$ cat src/hdl/mvea_pkg.sv
// ----------------------------------------------------------------------------
// mvea_pkg - shared codes for the masked vector element ALU
// Operation, compare, result type and register index codes.
// ----------------------------------------------------------------------------
package mvea_pkg;

   localparam int unsigned DataWidth = 32;
   localparam int unsigned WideWidth = 64;
   localparam int unsigned AddrWidth = 5;

   // operation codes (register 0); codes ten and up are undefined
   localparam logic [3:0] OP_ADD    = 4'd0;
   localparam logic [3:0] OP_SUB    = 4'd1;
   localparam logic [3:0] OP_MUL    = 4'd2;
   localparam logic [3:0] OP_FMA    = 4'd3;
   localparam logic [3:0] OP_MAX    = 4'd4;
   localparam logic [3:0] OP_MIN    = 4'd5;
   localparam logic [3:0] OP_CMP    = 4'd6;
   localparam logic [3:0] OP_SELECT = 4'd7;
   localparam logic [3:0] OP_CLAMP  = 4'd8;
   localparam logic [3:0] OP_RELU   = 4'd9;

   // compare modes (register 1)
   localparam logic [2:0] CMP_EQ = 3'd0;
   localparam logic [2:0] CMP_NE = 3'd1;
   localparam logic [2:0] CMP_LT = 3'd2;
   localparam logic [2:0] CMP_LE = 3'd3;
   localparam logic [2:0] CMP_GT = 3'd4;
   localparam logic [2:0] CMP_GE = 3'd5;

   // result types (register 4)
   localparam logic [1:0] TYPE_INT4  = 2'd0;
   localparam logic [1:0] TYPE_INT8  = 2'd1;
   localparam logic [1:0] TYPE_INT16 = 2'd2;
   localparam logic [1:0] TYPE_INT32 = 2'd3;

   // register indexes (byte address 4 * index)
   localparam logic [2:0] REG_OPERATION   = 3'd0;
   localparam logic [2:0] REG_CMP_KIND    = 3'd1;
   localparam logic [2:0] REG_CLAMP_LOW   = 3'd2;
   localparam logic [2:0] REG_CLAMP_HIGH  = 3'd3;
   localparam logic [2:0] REG_RESULT_TYPE = 3'd4;
   localparam logic [2:0] REG_WRAP_MODE   = 3'd5;
   localparam logic [2:0] REG_MASK_MODE   = 3'd6;

   typedef struct packed {
      logic [3:0] operation;
      logic [2:0] cmp_kind;
      logic [1:0] result_type;
      logic       wrap_mode;
      logic [1:0] mask_mode;
   } ctrl_type;

endpackage

$ cat src/hdl/masked_vector_element_alu_unit.sv
// ----------------------------------------------------------------------------
// masked_vector_element_alu_unit - per-element integer vector ALU
// Add, sub, mul, fma, max, min, compare, select, clamp and relu on one
// element, with mask handling and a saturating or wrapping cast.
// ----------------------------------------------------------------------------
//
// channel   | ports                               | handshake
// ----------+-------------------------------------+---------------------------
// request   | req_operand_a/b/c, req_mask_byte,   | start high, busy low
//           | req_old_dest                        |
// result    | rsp_result_value, rsp_status        | rsp_valid strobe, 1 cycle
// config    | psel penable pwrite paddr pwdata    | APB, pready tied high
//           | prdata pready                       |
//
// One request per cycle; busy stays low. Two registers: the input register,
// then the result register. The 32x32 multiply, the 64-bit fma add
// and the saturation compare of the cast set the longest path between them.
// Reset clears the valid pipeline and the configuration registers. The
// receiver cannot stall, so nothing holds back: each result shows on the
// rsp_ ports for exactly one cycle.
// ----------------------------------------------------------------------------
module masked_vector_element_alu_unit
   import mvea_pkg::*;
(
   input  logic                        clock,
   input  logic                        reset,
   // request channel
   input  logic                        start,
   output logic                        busy,
   input  logic signed [DataWidth-1:0] req_operand_a,
   input  logic signed [DataWidth-1:0] req_operand_b,
   input  logic signed [DataWidth-1:0] req_operand_c,
   input  logic signed [7:0]           req_mask_byte,
   input  logic signed [DataWidth-1:0] req_old_dest,
   // result channel
   output logic                        rsp_valid,
   output logic signed [DataWidth-1:0] rsp_result_value,
   output logic                        rsp_status,
   // configuration port
   input  logic                        psel,
   input  logic                        penable,
   input  logic                        pwrite,
   input  logic [AddrWidth-1:0]        paddr,
   input  logic [DataWidth-1:0]        pwdata,
   output logic [DataWidth-1:0]        prdata,
   output logic                        pready
);

   // -------------------------------------------------------------------------
   // Configuration registers
   // -------------------------------------------------------------------------
   ctrl_type                    ctrl_ff, ctrl_in;
   logic signed [DataWidth-1:0] clamp_low_ff, clamp_low_in;
   logic signed [DataWidth-1:0] clamp_high_ff, clamp_high_in;
   logic                        cfg_write;
   logic [2:0]                  cfg_index;

   assign pready    = 1'b1;
   assign cfg_write = psel & penable & pwrite & pready;
   assign cfg_index = paddr[AddrWidth-1:2];

   always_comb begin
      ctrl_in       = ctrl_ff;
      clamp_low_in  = clamp_low_ff;
      clamp_high_in = clamp_high_ff;
      if (cfg_write) begin
         unique case (cfg_index)
            REG_OPERATION:   ctrl_in.operation   = pwdata[3:0];
            REG_CMP_KIND:    ctrl_in.cmp_kind    = pwdata[2:0];
            REG_CLAMP_LOW:   clamp_low_in        = pwdata;
            REG_CLAMP_HIGH:  clamp_high_in       = pwdata;
            REG_RESULT_TYPE: ctrl_in.result_type = pwdata[1:0];
            REG_WRAP_MODE:   ctrl_in.wrap_mode   = pwdata[0];
            REG_MASK_MODE:   ctrl_in.mask_mode   = pwdata[1:0];
            default: ;  // drop writes past the register list
         endcase
      end
   end

   always_ff @(posedge clock) begin
      if (reset) begin
         ctrl_ff.operation   <= OP_ADD;
         ctrl_ff.cmp_kind    <= CMP_EQ;
         ctrl_ff.result_type <= TYPE_INT32;
         ctrl_ff.wrap_mode   <= 1'b0;
         ctrl_ff.mask_mode   <= 2'd0;
         clamp_low_ff        <= {1'b1, {(DataWidth-1){1'b0}}};
         clamp_high_ff       <= {1'b0, {(DataWidth-1){1'b1}}};
      end else begin
         ctrl_ff       <= ctrl_in;
         clamp_low_ff  <= clamp_low_in;
         clamp_high_ff <= clamp_high_in;
      end
   end

   // read back, narrow registers zero extended
   always_comb begin
      unique case (cfg_index)
         REG_OPERATION:   prdata = {28'd0, ctrl_ff.operation};
         REG_CMP_KIND:    prdata = {29'd0, ctrl_ff.cmp_kind};
         REG_CLAMP_LOW:   prdata = clamp_low_ff;
         REG_CLAMP_HIGH:  prdata = clamp_high_ff;
         REG_RESULT_TYPE: prdata = {30'd0, ctrl_ff.result_type};
         REG_WRAP_MODE:   prdata = {31'd0, ctrl_ff.wrap_mode};
         REG_MASK_MODE:   prdata = {30'd0, ctrl_ff.mask_mode};
         default:         prdata = '0;
      endcase
   end

   // -------------------------------------------------------------------------
   // Input register. Always ready, so every start is a request.
   // -------------------------------------------------------------------------
   logic                        s1_valid_ff;
   logic signed [DataWidth-1:0] a_ff, b_ff, c_ff, old_ff;
   logic                        mask_zero_ff;

   assign busy = 1'b0;

   always_ff @(posedge clock) begin
      if (reset) begin
         s1_valid_ff <= 1'b0;
      end else begin
         s1_valid_ff <= start & ~busy;
      end
   end

   always_ff @(posedge clock) begin
      if (start & ~busy) begin
         a_ff         <= req_operand_a;
         b_ff         <= req_operand_b;
         c_ff         <= req_operand_c;
         old_ff       <= req_old_dest;
         mask_zero_ff <= (req_mask_byte == 8'sd0);
      end
   end

   // -------------------------------------------------------------------------
   // Arithmetic, exact in 64 bits, then mask substitution
   // -------------------------------------------------------------------------
   logic signed [WideWidth-1:0] a_w, b_w, c_w, old_w, lo_w, hi_w;
   logic signed [WideWidth-1:0] product, value_in;
   logic                        status_in;
   logic                        masked_off, cmp_hit;

   assign a_w     = WideWidth'(a_ff);
   assign b_w     = WideWidth'(b_ff);
   assign c_w     = WideWidth'(c_ff);
   assign old_w   = WideWidth'(old_ff);
   assign lo_w    = WideWidth'(clamp_low_ff);
   assign hi_w    = WideWidth'(clamp_high_ff);
   assign product = a_w * b_w;

   // mode three acts as keep-old
   assign masked_off = (ctrl_ff.mask_mode != 2'd0) & mask_zero_ff;

   always_comb begin
      unique case (ctrl_ff.cmp_kind)
         CMP_EQ:  cmp_hit = (a_ff == b_ff);
         CMP_NE:  cmp_hit = (a_ff != b_ff);
         CMP_LT:  cmp_hit = (a_ff <  b_ff);
         CMP_LE:  cmp_hit = (a_ff <= b_ff);
         CMP_GT:  cmp_hit = (a_ff >  b_ff);
         CMP_GE:  cmp_hit = (a_ff >= b_ff);
         default: cmp_hit = 1'b0;
      endcase
   end

   always_comb begin
      status_in = 1'b0;
      unique case (ctrl_ff.operation)
         OP_ADD:    value_in = a_w + b_w;
         OP_SUB:    value_in = a_w - b_w;
         OP_MUL:    value_in = product;
         OP_FMA:    value_in = product + c_w;
         OP_MAX:    value_in = (a_ff > b_ff) ? a_w : b_w;
         OP_MIN:    value_in = (a_ff < b_ff) ? a_w : b_w;
         OP_CMP:    value_in = {{(WideWidth-1){1'b0}}, cmp_hit};
         OP_SELECT: value_in = masked_off ? a_w : b_w;
         OP_CLAMP: begin
            if (clamp_low_ff > clamp_high_ff) begin
               status_in = 1'b1;
               value_in  = '0;
            end else if (a_ff < clamp_low_ff) begin
               value_in = lo_w;
            end else if (a_ff > clamp_high_ff) begin
               value_in = hi_w;
            end else begin
               value_in = a_w;
            end
         end
         OP_RELU:   value_in = a_ff[DataWidth-1] ? '0 : a_w;
         default: begin
            status_in = 1'b1;
            value_in  = '0;
         end
      endcase
      // masked-off lanes: zero or keep destination (select handles its own)
      if (!status_in && ctrl_ff.operation != OP_SELECT && masked_off) begin
         value_in = ctrl_ff.mask_mode[1] ? old_w : '0;
      end
   end

   // -------------------------------------------------------------------------
   // Cast to result type, saturating or wrapping, into the result register
   // -------------------------------------------------------------------------
   logic signed [WideWidth-1:0] sat_hi, sat_lo;
   logic signed [DataWidth-1:0] wrapped, result_in, rsp_result_value_ff;
   logic                        rsp_status_ff, rsp_valid_ff;

   always_comb begin
      unique case (ctrl_ff.result_type)
         TYPE_INT4: begin
            sat_hi  = 64'sd7;
            sat_lo  = -64'sd8;
            wrapped = {{28{value_in[3]}}, value_in[3:0]};
         end
         TYPE_INT8: begin
            sat_hi  = 64'sd127;
            sat_lo  = -64'sd128;
            wrapped = {{24{value_in[7]}}, value_in[7:0]};
         end
         TYPE_INT16: begin
            sat_hi  = 64'sd32767;
            sat_lo  = -64'sd32768;
            wrapped = {{16{value_in[15]}}, value_in[15:0]};
         end
         TYPE_INT32: begin
            sat_hi  = 64'sd2147483647;
            sat_lo  = -64'sd2147483648;
            wrapped = value_in[DataWidth-1:0];
         end
         default: begin
            sat_hi  = 64'sd2147483647;
            sat_lo  = -64'sd2147483648;
            wrapped = value_in[DataWidth-1:0];
         end
      endcase
   end

   always_comb begin
      priority if (status_in) begin
         result_in = '0;
      end else if (ctrl_ff.wrap_mode) begin
         result_in = wrapped;
      end else if (value_in > sat_hi) begin
         result_in = sat_hi[DataWidth-1:0];
      end else if (value_in < sat_lo) begin
         result_in = sat_lo[DataWidth-1:0];
      end else begin
         result_in = value_in[DataWidth-1:0];
      end
   end

   always_ff @(posedge clock) begin
      if (reset) begin
         rsp_valid_ff <= 1'b0;
      end else begin
         rsp_valid_ff <= s1_valid_ff;
      end
   end

   always_ff @(posedge clock) begin
      if (s1_valid_ff) begin
         rsp_result_value_ff <= result_in;
         rsp_status_ff       <= status_in;
      end
   end

   assign rsp_valid        = rsp_valid_ff;
   assign rsp_result_value = rsp_result_value_ff;
   assign rsp_status       = rsp_status_ff;

   // -------------------------------------------------------------------------
   // Assertions
   // -------------------------------------------------------------------------
   a_req_enters: assert property (@(posedge clock) disable iff (reset)
      start && !busy |=> s1_valid_ff)
      else $error("request not captured in input stage");

   a_two_cycle_latency: assert property (@(posedge clock) disable iff (reset)
      s1_valid_ff |=> rsp_valid)
      else $error("result strobe missing one cycle after input stage");

   a_error_gives_zero: assert property (@(posedge clock) disable iff (reset)
      rsp_valid && rsp_status |-> rsp_result_value == '0)
      else $error("error status with nonzero result");

   a_int8_sign_extended: assert property (@(posedge clock) disable iff (reset)
      rsp_valid && ctrl_ff.result_type == TYPE_INT8 |->
         (rsp_result_value[31:7] == '0 || rsp_result_value[31:7] == '1))
      else $error("int8 result not sign extended");

   a_int4_sign_extended: assert property (@(posedge clock) disable iff (reset)
      rsp_valid && ctrl_ff.result_type == TYPE_INT4 |->
         (rsp_result_value[31:3] == '0 || rsp_result_value[31:3] == '1))
      else $error("int4 result not sign extended");

endmodule

$ cat config.mk
export PLATFORM = sky130hd
export DESIGN_NAME = masked_vector_element_alu_unit
export DESIGN_NICKNAME = d
export VERILOG_FILES = /design/src/hdl/mvea_pkg.sv /design/src/hdl/masked_vector_element_alu_unit.sv
export SDC_FILE = /design/constraint.sdc
export NUM_CORES = 2
export LEC_CHECK = 0
export BUFFER_PORTS_ARGS = -buffer_cell sky130_fd_sc_hd__buf_2
export CAP_MARGIN = 15
export CORE_ASPECT_RATIO = 0.5
export CORE_MARGIN = 2
export CORE_UTILIZATION = 30
export DETAILED_ROUTE_END_ITERATION = 12
export GPL_ROUTABILITY_DRIVEN = 0
export PLACE_DENSITY = 0.52
export SLEW_MARGIN = 10
export SYNTH_ARGS = -nofsm -noshare
export SYNTH_HDL_FRONTEND = slang
export SYNTH_SLANG_ARGS = --single-unit
$ cat constraint.sdc
create_clock -name clock -period 21.7 [get_ports clock]
set_clock_uncertainty 0.1 [all_clocks]
set_input_delay 4.34 -clock clock [delete_from_list [all_inputs] [get_ports clock]]
set_output_delay 4.34 -clock clock [all_outputs]
set_load 0.02 [all_outputs]
* Yosys cells after proc, flatten, opt, wreduce, memory -nomap -nowiden
Cells that the tools add are included.
** Word-level totals
- ROM bits :: 0
- Register bits after elaboration :: 240
- Bits in latches :: 0
- Memories :: 0
- Word-level logic and storage cells :: 95
- Input port bits :: 179
- Memory bits (writable) :: 0
** Operators by class
- $add $sub $neg :: 3
- Order comparisons :: 9
- Bitwise gates (word level) :: 3
- Shift operators :: 0
- Multipliers :: 1
- Multiplexer cells :: 20
- Equality and inequality tests :: 26
- Reductions and logical operators :: 17
- Div/mod/pow operators :: 0
** Operators by type and width (count)
- $pmux 64 s10 :: 1
- $mux 64 :: 8
- $pmux 64 s4 :: 2
- $pmux 32 s7 :: 1
- $pmux 32 s4 :: 1
- $gt 32x32->1 :: 3
- $mux 32 :: 3
- $add 64x32->64 :: 1
- $gt 64x64->1 :: 1
- $lt 32x32->1 :: 2
- $lt 64x64->1 :: 1
- $mul 32x32->64 :: 1
- $add 32x32->33 :: 1
- $sub 32x32->33 :: 1
- $eq 32x32->1 :: 1
- $ge 32x32->1 :: 1
- $le 32x32->1 :: 1
- $ne 32x32->1 :: 1
- $mux 31 :: 1
- $eq 4x3->1 const B :: 4
- $eq 3x3->1 const B :: 5
- $reduce_and 2->1 :: 7
- $eq 3x2->1 const B :: 4
- $reduce_or 9->1 :: 1
- other kinds (18) :: 26

* Logic depth before layout (Yosys ltp)
- Word-level depth :: 11
- Depth in mapped cells :: 57
- Gate-level depth less buffers :: 53

* Least setup slack after synthesis
Ideal clock, no wire load.
- Path kind :: register to register
- Start :: reg a_ff[31]
- End :: reg rsp_result_value_ff[21] (netlist: rsp_result_value[21]), data pin
- Data required time :: 21443 ps
- Path slack :: 9539 ps
- Clock period less this slack :: 12161 ps
- Library setup time :: 157 ps
- Arrival :: 11904 ps
- Stages on the path, launching flop included :: 43
- Cell sequence :: edfxtp_1 inv_1 clkbuf_1 buf_1 nor2_1 fa_1 fa_1 fa_1 fa_1 inv_1 fa_1 inv_1 fa_1 inv_1 fa_1 inv_1 fa_1 ha_1 [7 not listed] ha_1 clkbuf_1 a21oi_1 o21a_1 a21boi_0 o21ai_0 a2111oi_0 o21ai_0 o311ai_0 nand3_1 nor4_1 nand4_1 or4_1 a211o_1 a211o_1 a21o_4 buf_6 o221ai_2
** On the way
- Cells in the longest elaborated chain, start to end :: 10
- Elaborated cells between the ends (all ways) :: 28
** Ends and longest elaborated chain
- from (decl) :: RTL line masked_vector_element_alu_unit.sv:114 : logic signed [DataWidth-1:0] a_ff, b_ff, c_ff, old_ff;
- from (signal assigned) :: RTL line masked_vector_element_alu_unit.sv:129 : a_ff <= req_operand_a;
- parallel branches: the longest is 4 deep, another holds $mul 32x32->64
- $pmux 64 s10 * :: RTL line masked_vector_element_alu_unit.sv:170 : unique case (ctrl_ff.operation)
- $mux 64 * :: RTL line masked_vector_element_alu_unit.sv:198 : if (!status_in && ctrl_ff.operation != OP_SELECT && masked_off) begin
- $lt 64x64->1 :: RTL line masked_vector_element_alu_unit.sv:247 : end else if (value_in < sat_lo) begin
- $mux 32 :: RTL line masked_vector_element_alu_unit.sv:247
- $mux 32 :: RTL line masked_vector_element_alu_unit.sv:245 : end else if (value_in > sat_hi) begin
- $mux 32 * :: RTL line masked_vector_element_alu_unit.sv:243 : end else if (ctrl_ff.wrap_mode) begin
- to (signal assigned) :: RTL line masked_vector_element_alu_unit.sv:264 : rsp_result_value_ff <= result_in;
- to (decl) :: RTL line masked_vector_element_alu_unit.sv:207 : logic signed [DataWidth-1:0] wrapped, result_in, rsp_result_value_ff;
Every way passes the cells marked *. The select of a mux whose other input is x is not followed.
A chain may end at the register's enable or synchronous reset.

* Final worst setup path
- Start :: reg a_ff[31]
- End :: reg rsp_result_value_ff[30] (netlist: rsp_result_value[30]), data pin
Same word-level chain as after synthesis.

==> results <==
- The number of enable flip-flop cells after synthesis is 162.
- Counting every sink on the clock net gives 240.
- Along the worst hold path, the cell count comes to 2.
- The depth of the worst register-to-register path is 39.
- The element type at the critical path start is a register.
- For this block, the via count after detailed routing is 51,200.
- The layout filler cell count is 21,200.
- The synthesis-to-layout area growth is 8.10%.
- The half-perimeter wire length after detailed placement is 175 mm.
- The max-slew violation count is 0.
- The worst setup path is of the reg2reg kind.
- The count of buffers added by post-CTS timing repair for setup is 0.
- The post-cts hold buffer count is 0.
- The number of unique standard cell types used by synthesis is 89.
- The number of vias per cell is 5.27.
- The final count of hold timing violations is 0.
- The initial utilization of the core area, before any placement, comes to 0.303.
- The post-detailed-route wirelength per cell is 23.2 µm.
- The minimum period implied by the final worst setup slack is 15.46 ns.
- The worst setup path is captured at a register.
- The post-synthesis cell area is 0.0608 mm².
- The tree is rooted in a sky130_fd_sc_hd__clkbuf_16.
- The worst hold path begins at clamp_low_ff[0].
- In the layout the commonest cells are sky130_fd_sc_hd__inv_1, sky130_fd_sc_hd__fa_1, sky130_fd_sc_hd__nand2_1.
- Setup violations remaining at the end of the flow were counted as 0.
- The clock insertion delay at the later pin of the skew report is 0.67 ns.
- The region available for standard cell placement spans 0.201 mm².
- The dominant synthesized flop cell is sky130_fd_sc_hd__edfxtp_1.
- The floorplan has 116 rows.
- The required time at the endpoint of the critical path is 21.95 ns.
- The measured slew at the worst slew-check pin is 1.37 ns.
- A synthesized cell averages 8.69 µm².
- The largest driver fanout on the critical path is 25.
- The initial antenna violation count was 18.
- The die covers 0.207 mm².
- The min-delay analysis places its worst path in the category reg2reg.
- The largest stage delay on the critical path is 1.18 ns.
- The largest buffer count on any clock path is 3.
- Synthesis produced a netlist whose cell count is 7,002.
- Leaving out fill and tap cells, the most frequent cell in the layout is sky130_fd_sc_hd__inv_1.
- Setup total negative slack on the finished layout was measured at 0 ns.
- The startpoint identified for the worst register-to-register timing path is a_ff[31].
- The number of nets at the end of the flow is 8,726.
- In this run the number of H-tree levels came out at 1.
- The global-route wire length before repair is 338 mm.
- The clock transition at the register clock pins on the worst setup and hold paths after CTS is 0.07 ns.
- The critical path's slowest cell is sky130_fd_sc_hd__fa_1.
- The wire length on met2 is 98.7 mm.
- The share of cells above drive strength 1 is 0.0660.
- The TritonCTS clock tree is built.
- Once detail routing completed, the nets flagged for antenna violations numbered 0.
- Tracing the worst setup path back leads to its startpoint at a_ff[31].
- The number of violations of the max-capacitance limit is 0.
- The relative max-transition margin is 0.0864.
- The flow ran to the end, and the final reports show no timing, DRC or antenna violations.
- Dividing the final minimum period by the clock period gives 0.712.
- For the worst setup path, the data arrival time is 15.71 ns.
- The number of buffers added by the clock tree synthesis step is 30.
- The die is 641 µm wide.
- The total DRC errors in the routed layout is 0.
- Once the clock tree was built, the resizer swapped 0 gates to a different size.
- The routed metal-1 wire length is 98.4 mm.
- The total I/O pin count is 247.
- The worst hold path endpoint is clamp_low_ff[0].
- The length of routed met3 wiring is 21.3 mm.
- The highest attainable clock frequency is 64.7 MHz.
- The number of warning messages in the yosys log is 0.
- The die is 322 µm tall.
- The starting DRC count in detailed routing is 5,534.
- Entering global routing, the biggest net connects 79 pins.
- The number of buffers added on ports is 242.
- Counting stages on the worst path, the most repeated cell is sky130_fd_sc_hd__fa_1.
- Across every metal layer, demand over resource in global routing totals 0.218.
- The register bit count reported by yosys is 240.
- Setup repair after global routing left no endpoint under its margin.
- The highest metal layer with signal wires is met5.
- The first detailed-routing pass took 7 iterations.
- Of the synthesized area, sequential elements account for 0.106.
- Across all register-to-register paths, the minimum setup slack is 6.24 ns.
- Summed over all layers, the global routing overflow is 0.
- The post-detailed-routing wire length is 225 mm.
- The synthesized netlist net count is 8,752.
- The endpoint identified for the worst register-to-register timing path is rsp_result_value[30].
- The fraction of registers with async set/reset is 0.
- The via count of the first global-routing pass is 51,200.
## layer usage
metal,global-route usage,vias to the layer above
li1,-,22600
met1,0.309,26100
met2,0.339,2175
met3,0.0426,298
met4,0.0576,8
met5,0,-
## kinds of logic (layout without fill, tap and decap cells)
logic type      after synthesis  after routing  synth area share
simple gates               2148           2148             0.171
buf+inv                    1602           1600            0.0997
fa+ha+maj                  1571           1571             0.457
compound gates             1222           1222             0.134
flops                       240            240             0.106
xor+xnor                    145            145            0.0209
mux                          72             72            0.0121
other cells                   2              4          0.000123
## layout make-up
type                    instances  area [µm²]  area share
diodes                          2        5.00   0.0000761
clock buffers                  34         766      0.0116
clock inverters                22         248     0.00377
inverters                    1191        4470      0.0680
multi-input cells            5160       48400       0.736
flip-flops and latches        240        6430      0.0977
well taps                    2714        3400      0.0516
repair buffers                353        2050      0.0312
## how the worst max path moves through the flow
stage	endpoint	slack, ns	depth (start not counted)
floorplan	rsp_result_value[21]	9.54	42
global placement	rsp_result_value[30]	6.72	39
detailed placement	rsp_result_value[30]	6.54	39
CTS	rsp_result_value[30]	6.51	39
global route	rsp_result_value[14]	5.65	39
finish	rsp_result_value[30]	6.24	39
## synthesized netlist by cell type (23+ instances only)
master | instances | area (µm²)
sky130_fd_sc_hd__inv_1 | 1189 | 4460
sky130_fd_sc_hd__fa_1 | 1085 | 21700
sky130_fd_sc_hd__nand2_1 | 758 | 2850
sky130_fd_sc_hd__and2_1 | 518 | 3240
sky130_fd_sc_hd__ha_1 | 486 | 6080
sky130_fd_sc_hd__nor2_1 | 419 | 1570
sky130_fd_sc_hd__clkbuf_1 | 363 | 1360
sky130_fd_sc_hd__a21oi_1 | 349 | 1750
sky130_fd_sc_hd__o21ai_0 | 232 | 1160
sky130_fd_sc_hd__edfxtp_1 | 162 | 4860
sky130_fd_sc_hd__xnor2_1 | 92 | 806
sky130_fd_sc_hd__nand4_1 | 87 | 544
sky130_fd_sc_hd__nand3_1 | 84 | 420
sky130_fd_sc_hd__nor3_1 | 79 | 395
sky130_fd_sc_hd__dfxtp_1 | 78 | 1560
sky130_fd_sc_hd__a21o_1 | 71 | 533
sky130_fd_sc_hd__mux2i_1 | 68 | 681
sky130_fd_sc_hd__xor2_1 | 53 | 464
sky130_fd_sc_hd__a211oi_1 | 52 | 390
sky130_fd_sc_hd__a211o_1 | 49 | 429
sky130_fd_sc_hd__o221ai_1 | 49 | 429
sky130_fd_sc_hd__nand2b_1 | 48 | 300
sky130_fd_sc_hd__o211ai_1 | 48 | 360
sky130_fd_sc_hd__o21bai_1 | 38 | 285
sky130_fd_sc_hd__a31oi_1 | 36 | 225
sky130_fd_sc_hd__o21a_1 | 36 | 270
sky130_fd_sc_hd__buf_1 | 25 | 93.8
sky130_fd_sc_hd__or3_1 | 25 | 156
sky130_fd_sc_hd__nor2b_1 | 23 | 144
sky130_fd_sc_hd__o31ai_1 | 23 | 173
## flip-flops by register name, summed over array words and instances, names as in the netlist
| register | count |
|---|---|
| c_ff | 32 |
| b_ff | 32 |
| ctrl_ff | 12 |
| rsp_valid | 1 |
| mask_zero_ff | 1 |
| s1_valid_ff | 1 |
| rsp_status | 1 |
| clamp_low_ff | 32 |
| old_ff | 32 |
| a_ff | 32 |
| clamp_high_ff | 32 |
| rsp_result_value | 32 |
## critical path: cells and delay by family, from the launching register on
kind | cells | cell delay (ns)
flip-flops | 1 | 0.32
AND/OR/NAND/NOR | 9 | 2.38
AO/OA/AOI/OAI | 10 | 3.35
adder cells (fa/ha/maj) | 10 | 5.91
buffers and inverters | 7 | 2.09
XOR/XNOR | 3 | 0.89
## stage by stage
step                      hold WS [ns]  area (µm²)  instances  utilization  setup slack (ns)
after global placement           0.402       64800       9658        0.323              6.72
after global routing             0.432       65800       9716        0.328              5.65
after detailed placement         0.408       64800       9658        0.323              6.54
after floorplan                  0.362       60800       7002            -              9.54
final                            0.413       65800       9716        0.328              6.24
after CTS                        0.416       65800       9714        0.328              6.51
Power is not shown: default switching activity piles up to over one toggle a cycle in this logic, so the estimate is an artifact.
